$ cat src/ttip_pkg.sv
`timescale 1ns / 1ps
// ----------------------------------------------------------------------------
// Text to integer parser package
// Shared widths, phase codes, character codes, payload types and helpers.
// ----------------------------------------------------------------------------
package ttip_pkg;

   localparam int VALUE_BITS     = 64;
   localparam int COUNT_BITS     = 16;
   localparam int RADIX_BITS     = 6;
   localparam int DIGIT_BITS     = 6;
   localparam int PHASE_BITS     = 3;
   localparam int CSR_INDEX_BITS = 8;
   localparam int CSR_DATA_BITS  = 8;
   localparam int PROD_BITS      = VALUE_BITS + RADIX_BITS + 1;

   localparam logic [PHASE_BITS-1:0] PH_SPACE  = 3'd0;
   localparam logic [PHASE_BITS-1:0] PH_SIGNED = 3'd1;
   localparam logic [PHASE_BITS-1:0] PH_ZERO   = 3'd2;
   localparam logic [PHASE_BITS-1:0] PH_DIGITS = 3'd3;
   localparam logic [PHASE_BITS-1:0] PH_DONE   = 3'd4;

   localparam logic [CSR_INDEX_BITS-1:0] CSR_RADIX       = 8'd0;
   localparam logic [CSR_INDEX_BITS-1:0] CSR_SIGNED_MODE = 8'd1;

   localparam logic [RADIX_BITS-1:0] BASE_AUTO   = 6'd0;
   localparam logic [RADIX_BITS-1:0] BASE_MIN    = 6'd2;
   localparam logic [RADIX_BITS-1:0] BASE_OCT    = 6'd8;
   localparam logic [RADIX_BITS-1:0] BASE_DEC    = 6'd10;
   localparam logic [RADIX_BITS-1:0] BASE_HEX    = 6'd16;
   localparam logic [RADIX_BITS-1:0] BASE_MAX    = 6'd36;
   localparam logic [RADIX_BITS-1:0] RADIX_RESET = BASE_DEC;

   localparam logic [7:0] CH_TAB     = 8'h09;
   localparam logic [7:0] CH_CR      = 8'h0D;
   localparam logic [7:0] CH_SPACE   = 8'h20;
   localparam logic [7:0] CH_PLUS    = 8'h2B;
   localparam logic [7:0] CH_MINUS   = 8'h2D;
   localparam logic [7:0] CH_ZERO    = 8'h30;
   localparam logic [7:0] CH_NINE    = 8'h39;
   localparam logic [7:0] CH_UPPER_A = 8'h41;
   localparam logic [7:0] CH_UPPER_X = 8'h58;
   localparam logic [7:0] CH_UPPER_Z = 8'h5A;
   localparam logic [7:0] CH_LOWER_A = 8'h61;
   localparam logic [7:0] CH_LOWER_X = 8'h78;
   localparam logic [7:0] CH_LOWER_Z = 8'h7A;
   localparam logic [7:0] LETTER_BIAS = 8'd10;

   localparam logic [COUNT_BITS-1:0] COUNT_MAX = {COUNT_BITS{1'b1}};

   typedef struct packed {
      logic [7:0] ch;
      logic       first;
   } ttip_req_type;

   typedef struct packed {
      logic [VALUE_BITS-1:0] value;
      logic [COUNT_BITS-1:0] consumed;
      logic                  range_error;
   } ttip_rsp_type;

   typedef struct packed {
      logic [PHASE_BITS-1:0] phase;
      logic [VALUE_BITS-1:0] accumulator;
      logic                  is_negative;
      logic                  seen_digit;
      logic                  overflowed;
      logic [RADIX_BITS-1:0] active_base;
      logic [COUNT_BITS-1:0] position;
   } ttip_state_type;

   localparam ttip_state_type STATE_CLEAR = '{
      phase:       PH_SPACE,
      accumulator: '0,
      is_negative: 1'b0,
      seen_digit:  1'b0,
      overflowed:  1'b0,
      active_base: BASE_AUTO,
      position:    '0
   };

   function automatic logic [COUNT_BITS-1:0] count_inc(input logic [COUNT_BITS-1:0] pos);
      count_inc = (pos == COUNT_MAX) ? pos : pos + 1'b1;
   endfunction

   // Returns the digit value; the upper bit flags a character that is a digit in some base.
   function automatic logic [DIGIT_BITS:0] digit_of(input logic [7:0] c);
      logic [7:0] t;
      t = 8'd0;
      digit_of = '0;
      if (c >= CH_ZERO && c <= CH_NINE) begin
         t = c - CH_ZERO;
         digit_of = {1'b1, t[DIGIT_BITS-1:0]};
      end else if (c >= CH_UPPER_A && c <= CH_UPPER_Z) begin
         t = c - CH_UPPER_A + LETTER_BIAS;
         digit_of = {1'b1, t[DIGIT_BITS-1:0]};
      end else if (c >= CH_LOWER_A && c <= CH_LOWER_Z) begin
         t = c - CH_LOWER_A + LETTER_BIAS;
         digit_of = {1'b1, t[DIGIT_BITS-1:0]};
      end
   endfunction

endpackage

$ cat src/ttip_step.sv
`timescale 1ns / 1ps
// ----------------------------------------------------------------------------
// Text to integer parser step logic
// Computes the next parse state and the optional result for one character.
// ----------------------------------------------------------------------------
module ttip_step (
   input  ttip_pkg::ttip_req_type           req,
   input  ttip_pkg::ttip_state_type         state_cur,
   input  logic [ttip_pkg::RADIX_BITS-1:0]  radix,
   input  logic                             signed_mode,
   output ttip_pkg::ttip_state_type         state_nxt,
   output logic                             emit,
   output ttip_pkg::ttip_rsp_type           rsp
);
   import ttip_pkg::*;

   ttip_state_type        cur;
   logic                  start;
   logic                  take;
   logic                  seen_t;
   logic [RADIX_BITS-1:0] base_t;
   logic [DIGIT_BITS:0]   dig;
   logic                  digit_ok;
   logic [PROD_BITS-1:0]  prod;
   logic                  prod_ovf;
   logic                  is_space;
   logic [VALUE_BITS-1:0] neg_acc;
   logic                  top_bit;
   logic                  low_bits;

   assign is_space = (req.ch == CH_SPACE) || (req.ch >= CH_TAB && req.ch <= CH_CR);

   always_comb begin
      cur       = req.first ? STATE_CLEAR : state_cur;
      state_nxt = cur;
      start     = 1'b0;
      take      = 1'b0;
      seen_t    = cur.seen_digit;
      base_t    = cur.active_base;
      emit      = 1'b0;
      dig       = digit_of(req.ch);
      digit_ok  = 1'b0;
      prod      = '0;
      prod_ovf  = 1'b0;

      case (cur.phase)
         PH_SPACE: begin
            if (is_space) begin
               state_nxt.position = count_inc(cur.position);
            end else if (req.ch == CH_MINUS || req.ch == CH_PLUS) begin
               state_nxt.is_negative = (req.ch == CH_MINUS);
               state_nxt.position    = count_inc(cur.position);
               state_nxt.phase       = PH_SIGNED;
            end else begin
               start = 1'b1;
            end
         end
         PH_SIGNED: begin
            start = 1'b1;
         end
         PH_ZERO: begin
            if (req.ch == CH_LOWER_X || req.ch == CH_UPPER_X) begin
               state_nxt.position    = count_inc(cur.position);
               state_nxt.active_base = BASE_HEX;
               state_nxt.phase       = PH_DIGITS;
            end else begin
               seen_t = 1'b1;
               base_t = (cur.active_base == BASE_AUTO) ? BASE_OCT : BASE_HEX;
               take   = 1'b1;
            end
         end
         PH_DIGITS: begin
            take = 1'b1;
         end
         default: begin
         end
      endcase

      if (start) begin
         if ((radix == BASE_AUTO || radix == BASE_HEX) && req.ch == CH_ZERO) begin
            state_nxt.active_base = radix;
            state_nxt.phase       = PH_ZERO;
            state_nxt.position    = count_inc(cur.position);
         end else begin
            base_t = (radix == BASE_AUTO) ? BASE_DEC : radix;
            take   = 1'b1;
         end
      end

      digit_ok = dig[DIGIT_BITS] && (base_t >= BASE_MIN) && (base_t <= BASE_MAX)
                 && (dig[DIGIT_BITS-1:0] < base_t);
      prod = {{(RADIX_BITS + 1){1'b0}}, cur.accumulator}
             * {{(VALUE_BITS + 1){1'b0}}, base_t}
             + {{(PROD_BITS - DIGIT_BITS){1'b0}}, dig[DIGIT_BITS-1:0]};
      prod_ovf = |prod[PROD_BITS-1:VALUE_BITS];

      if (take) begin
         state_nxt.active_base = base_t;
         state_nxt.seen_digit  = seen_t;
         state_nxt.phase       = PH_DIGITS;
         if (!digit_ok) begin
            emit            = 1'b1;
            state_nxt.phase = PH_DONE;
         end else begin
            state_nxt.position   = count_inc(cur.position);
            state_nxt.seen_digit = 1'b1;
            if (!cur.overflowed) begin
               if (prod_ovf) begin
                  state_nxt.overflowed = 1'b1;
               end else begin
                  state_nxt.accumulator = prod[VALUE_BITS-1:0];
               end
            end
         end
      end
   end

   assign neg_acc  = '0 - cur.accumulator;
   assign top_bit  = cur.accumulator[VALUE_BITS-1];
   assign low_bits = |cur.accumulator[VALUE_BITS-2:0];

   always_comb begin
      rsp.value       = '0;
      rsp.range_error = 1'b0;
      rsp.consumed    = seen_t ? cur.position : '0;
      if (!seen_t) begin
         rsp.value = '0;
      end else if (!signed_mode) begin
         if (cur.overflowed) begin
            rsp.value       = '1;
            rsp.range_error = 1'b1;
         end else begin
            rsp.value = cur.is_negative ? neg_acc : cur.accumulator;
         end
      end else if (cur.overflowed) begin
         rsp.value       = '0;
         rsp.range_error = 1'b1;
      end else if (cur.is_negative) begin
         if (top_bit && low_bits) begin
            rsp.value       = '1;
            rsp.range_error = 1'b1;
         end else begin
            rsp.value = neg_acc;
         end
      end else if (top_bit) begin
         rsp.value       = '1;
         rsp.range_error = 1'b1;
      end else begin
         rsp.value = cur.accumulator;
      end
   end

endmodule

$ cat src/text_to_integer_parser_unit.sv
`timescale 1ns / 1ps
// ----------------------------------------------------------------------------
// Text to integer parser unit
// Streams ASCII characters in and returns one 64-bit integer per string.
// ----------------------------------------------------------------------------
// A string is sent one character per req transaction; first marks its start.
// Leading white space, one sign and a base prefix are handled, then digits.
// The first character that is not a digit of the active base produces one
// rsp transaction with the value, the consumed count and the range flag.
// Other characters produce no rsp transaction.
// Registers must be written over the csr channel only while the unit is
// idle; the unit does not enforce this. Index 0 sets the radix, index 1
// selects signed conversion. A character enters an input register, is
// evaluated against the parse state, and its result lands in the output
// register. One character is accepted every cycle unless a result waits
// on a stalled rsp; the loop that updates the parse state through the
// digit multiply-add sets that rate.
// When rsp is stalled, characters that produce no result keep flowing; a
// character that ends a number waits in the input register.
// Reset clears the parse state, sets the radix to 10 and unsigned mode.
// ----------------------------------------------------------------------------
module text_to_integer_parser_unit (
   input  logic                                 clock,
   input  logic                                 reset,
   input  logic                                 req_valid,
   output logic                                 req_ready,
   input  ttip_pkg::ttip_req_type               req_data,
   output logic                                 rsp_valid,
   input  logic                                 rsp_ready,
   output ttip_pkg::ttip_rsp_type               rsp_data,
   input  logic                                 csr_valid,
   output logic                                 csr_ready,
   input  logic [ttip_pkg::CSR_INDEX_BITS-1:0]  csr_index,
   input  logic [ttip_pkg::CSR_DATA_BITS-1:0]   csr_data
);
   import ttip_pkg::*;

   logic                  s1_valid_ff, s1_valid_in;
   ttip_req_type          s1_data_ff;
   ttip_state_type        state_ff;
   logic                  rsp_valid_ff, rsp_valid_in;
   ttip_rsp_type          rsp_data_ff;
   logic [RADIX_BITS-1:0] radix_ff;
   logic                  signed_mode_ff;

   ttip_state_type        state_nxt;
   ttip_rsp_type          step_rsp;
   logic                  step_emit;
   logic                  advance;

   ttip_step u_step (
      .req         (s1_data_ff),
      .state_cur   (state_ff),
      .radix       (radix_ff),
      .signed_mode (signed_mode_ff),
      .state_nxt   (state_nxt),
      .emit        (step_emit),
      .rsp         (step_rsp)
   );

   assign advance   = s1_valid_ff && (!step_emit || !rsp_valid_ff || rsp_ready);
   assign req_ready = !reset && (!s1_valid_ff || advance);
   assign csr_ready = !reset;
   assign rsp_valid = rsp_valid_ff;
   assign rsp_data  = rsp_data_ff;

   always_comb begin
      s1_valid_in = s1_valid_ff;
      if (req_valid && req_ready) begin
         s1_valid_in = 1'b1;
      end else if (advance) begin
         s1_valid_in = 1'b0;
      end
      rsp_valid_in = rsp_valid_ff;
      if (advance && step_emit) begin
         rsp_valid_in = 1'b1;
      end else if (rsp_ready) begin
         rsp_valid_in = 1'b0;
      end
   end

   always_ff @(posedge clock) begin
      if (reset) begin
         s1_valid_ff    <= 1'b0;
         rsp_valid_ff   <= 1'b0;
         state_ff       <= STATE_CLEAR;
         radix_ff       <= RADIX_RESET;
         signed_mode_ff <= 1'b0;
      end else begin
         s1_valid_ff  <= s1_valid_in;
         rsp_valid_ff <= rsp_valid_in;
         if (advance) begin
            state_ff <= state_nxt;
         end
         if (csr_valid && csr_ready) begin
            if (csr_index == CSR_RADIX) begin
               radix_ff <= csr_data[RADIX_BITS-1:0];
            end else if (csr_index == CSR_SIGNED_MODE) begin
               signed_mode_ff <= csr_data[0];
            end
         end
      end
   end

   always_ff @(posedge clock) begin
      if (req_valid && req_ready) begin
         s1_data_ff <= req_data;
      end
      if (advance && step_emit) begin
         rsp_data_ff <= step_rsp;
      end
   end

endmodule
$ cat config.mk
export PLATFORM = sky130hd
export DESIGN_NAME = text_to_integer_parser_unit
export DESIGN_NICKNAME = d
export VERILOG_FILES = /design/src/ttip_pkg.sv /design/src/ttip_step.sv /design/src/text_to_integer_parser_unit.sv
export SDC_FILE = /design/constraint.sdc
export NUM_CORES = 2
export LEC_CHECK = 0
export ABC_AREA = 1
export BUFFER_PORTS_ARGS = -buffer_cell sky130_fd_sc_hd__buf_2
export CORE_AREA = 4 4 306 308
export DETAILED_ROUTE_END_ITERATION = 16
export DIE_AREA = 0 0 310 312
export SLEW_MARGIN = 0
export SYNTH_ARGS = -nofsm -noshare
export SYNTH_HDL_FRONTEND = slang
export SYNTH_SLANG_ARGS = --single-unit
$ cat constraint.sdc
create_clock -name clock -period 16.1 [get_ports clock]
set_input_delay 0.805 -clock clock [delete_from_list [all_inputs] [get_ports clock]]
set_output_delay 0.805 -clock clock [all_outputs]
set_load 0.03 [all_outputs]
==> impl_metrics.py <==
metrics = {
    "final_layout": {
        "num_antenna_cells": 0,
        "drive_gt1_share_pct": 5.97,
        "seqCellArea_um2": 4730,
        "multi_input_comb_area_um2": 19700,
        "n_fill_cell": 9973,
        "fin_cells": 5206,
        "stdcell_area_um2": 29300,
        "utilization_pct": 32.2,
        "nets": 4456,
        "syn2layout_area_growth_pct": 7.87,
    },
    "placed_design": {
        "io_buffers": 111,
        "dp_hpwl_um": 70500,
        "dp_cells": 5174,
        "dpl_cell_area_um2": 28700,
        "finalWeightedCongestion": 0.947,
    },
    "clocking": {
        "max-clock-path-buffers": 2,
        "insertion_delay_ps": 470,
        "post_cts_resized": 0,
        "cts_tree": "built",
        "cts.sinks": 191,
        "root_buffer": "clkbuf_16",
        "clkTransAtPathRegs_ps": 90,
        "numCtsBuffers": 17,
        "postCtsSetupBuffers": 0,
        "htree_num_levels": 4,
        "hold_buffers": 0,
    },
    "logic_synthesis": {
        "synth_top_area_cell": "fa_1",
        "synth-edff-count": 90,
        "yosys-top-cells-count": "816 x nand2_1, 790 x nor2_1, 480 x inv_1, 264 x o21ai_0, 257 x a21oi_1",
        "synth-main-ff-cell": "dfxtp_1",
        "synth_top_area_share_pct": 18.6,
        "synth_most_common_cell": "nand2_1",
        "syn_area_per_cell_um2": 6.77,
        "synth_seq_cells": 191,
        "synth_fp_nets": 4465,
        "synthTopCellsByArea": "fa_1 19%, nand2_1 11%, nor2_1 11%",
        "yosysWarnings": 0,
        "async_flop_share_pct": 0,
        "synth_area_um2": 27200,
        "yosysSeqAreaShare_pct": 17.4,
        "ys_types": 52,
        "postSynthCellCount": 4016,
    },
    "sta": {
        "worstMarginPinSlew_ps": 1030,
        "rsz0062_at_grt": "false",
        "finalSetupViolCount": 0,
        "max_slew_margin_pct": 31.2,
        "period_share_pct": 60.9,
        "skew_ps": 19.5,
        "min_period_ps": 9810,
        "hold_violations": 0,
        "setup-tns-final_ps": 0,
        "fmax_mhz": 102,
        "finalMaxSlewViolations": 0,
    },
    "grt": {
        "antenna_found_initial": 0,
        "grt_usage_pct": 19.1,
        "grt_pass1_vias": 25913,
        "grt_pass1_wl_um": 147000,
        "grt_max_degree": 73,
        "grt_overflow": 0,
    },
    "setup_path": {
        "critPathSlowestCell": "buf_4",
        "cp.required_ps": 16510,
        "worstPathMaxFanout": 64,
        "cpPeakStageDelay_ps": 710,
        "crit_top_cell": "nand2_1",
        "crit_arrival_ps": 10220,
        "criticalPathCategory": "flop to flop",
        "start_kind": "flop",
        "reg2reg_setup_slack_ps": 6290,
        "endpoint_kind": "flop",
    },
    "die": {
        "io_pins": 114,
        "die_w_um": 310,
        "start_util_pct": 29.8,
        "fp.dieH_um": 312,
        "rows": 111,
        "core_region_area_um2": 91100,
        "dieArea_um2": 96700,
    },
    "power_and_ir_drop": {
        "power.density_nw_per_um2": 57.1,
        "p_leak_nw": 14.4,
        "max-vdd-ir-drop_mv": 0.0684,
        "total_power_mw": 1.67,
    },
    "status": {
        "status": "finished clean",
    },
    "detailed_routing": {
        "vias": 26688,
        "drc": 0,
        "dr.pass1.iters": 6,
        "drtAntennaViolNets": 0,
        "drtIter0Drc": 2048,
        "wire_per_inst_um": 17.9,
        "viasPerCell": 5.13,
        "wirelength_um": 93000,
    },
    "flow_run": {
        "drv_cap": 0,
    },
    "worst_hold_path": {
        "hold_path_class": "flop to flop",
    },
}
-- flip-flops by register name (all words and copies together) (netlist names) --
signal,cells
state_ff,92
s1_valid_ff,1
rsp_data,81
radix_ff,6
rsp_valid,1
signed_mode_ff,1
s1_data_ff,9
-- logic make-up (layout without fill, tap and decap cells) --
group                    count (synthesis)  after routing  synth area share, %
adder cells (fa/ha/maj)                419            419                 26.3
buffers and inverters                  697            701                 10.2
flip-flops                             191            191                 17.4
XOR/XNOR                               123            123                 3.96
AO/OA/AOI/OAI                          595            595                 11.5
AND/OR/NAND/NOR                       1991           1991                 30.6
-- cell type report --
class	instances	area share [%]
clock buffer	17	1.45
clock inverter	15	0.653
inverter	526	6.74
multi-input combinational	3128	67.3
sequential	191	16.1
tap	1186	5.06
timing repair buffer	143	2.71
-- worst max-delay path: cells and delay by family, from the launching register on --
kind	cells	cell delay, ps
AND/OR/NAND/NOR	24	3790
buffers and inverters	11	2960
adder cells (fa/ha/maj)	5	2430
flip-flops	1	360
-- per-stage QoR --
stage,hold slack (ps),worst slack (ps)
5_1_grt,491,5830
4_1_cts,468,6560
6_report,464,6290
3_5_place_dp,448,6600
2_1_floorplan,430,9420
3_3_place_gp,445,6550
-- where the power goes --
| part | switching [mW] | total [mW] | internal (mW) |
|---|---|---|---|
| clock | 0.238 | 0.449 | 0.211 |
| sequential | 0.0132 | 0.552 | 0.539 |
| combinational | 0.484 | 0.674 | 0.189 |
-- final timing paths --
check | startpoint | to | cells past startpoint
min reg2reg | state_ff[16] | state_ff[16] | 2
max reg2reg | s1_data_ff[0] | state_ff[88] | 40
max | s1_data_ff[0] | state_ff[88] | 40
min | state_ff[16] | state_ff[16] | 2
-- cells in the final DEF (no fill, tap or decap), drive strengths merged, types with 7 or more instances in the layout --
master / count
a21o: 8
a21oi: 257
a31oi: 10
and2: 7
buf: 143
clkbuf: 17
clkinv: 51
dfxtp: 101
edfxtp: 90
fa: 252
ha: 167
inv: 488
nand2: 833
nand3: 181
nand4: 94
nor2: 803
nor3: 37
nor4: 19
o211ai: 12
o21ai: 272
o21bai: 24
xnor2: 27
xor2: 96
-- metal layers --
layer  GRT usage (%)  vias to the layer above  part of all wire (%)
li1                -                    12783                     -
met1            26.4                    12730                    45
met2            30.6                     1042                    45
met3            3.02                      133                   7.3
met4            5.81                        0                   2.9
met5               0                        -                     0
Power figures use the tool's default switching activity.
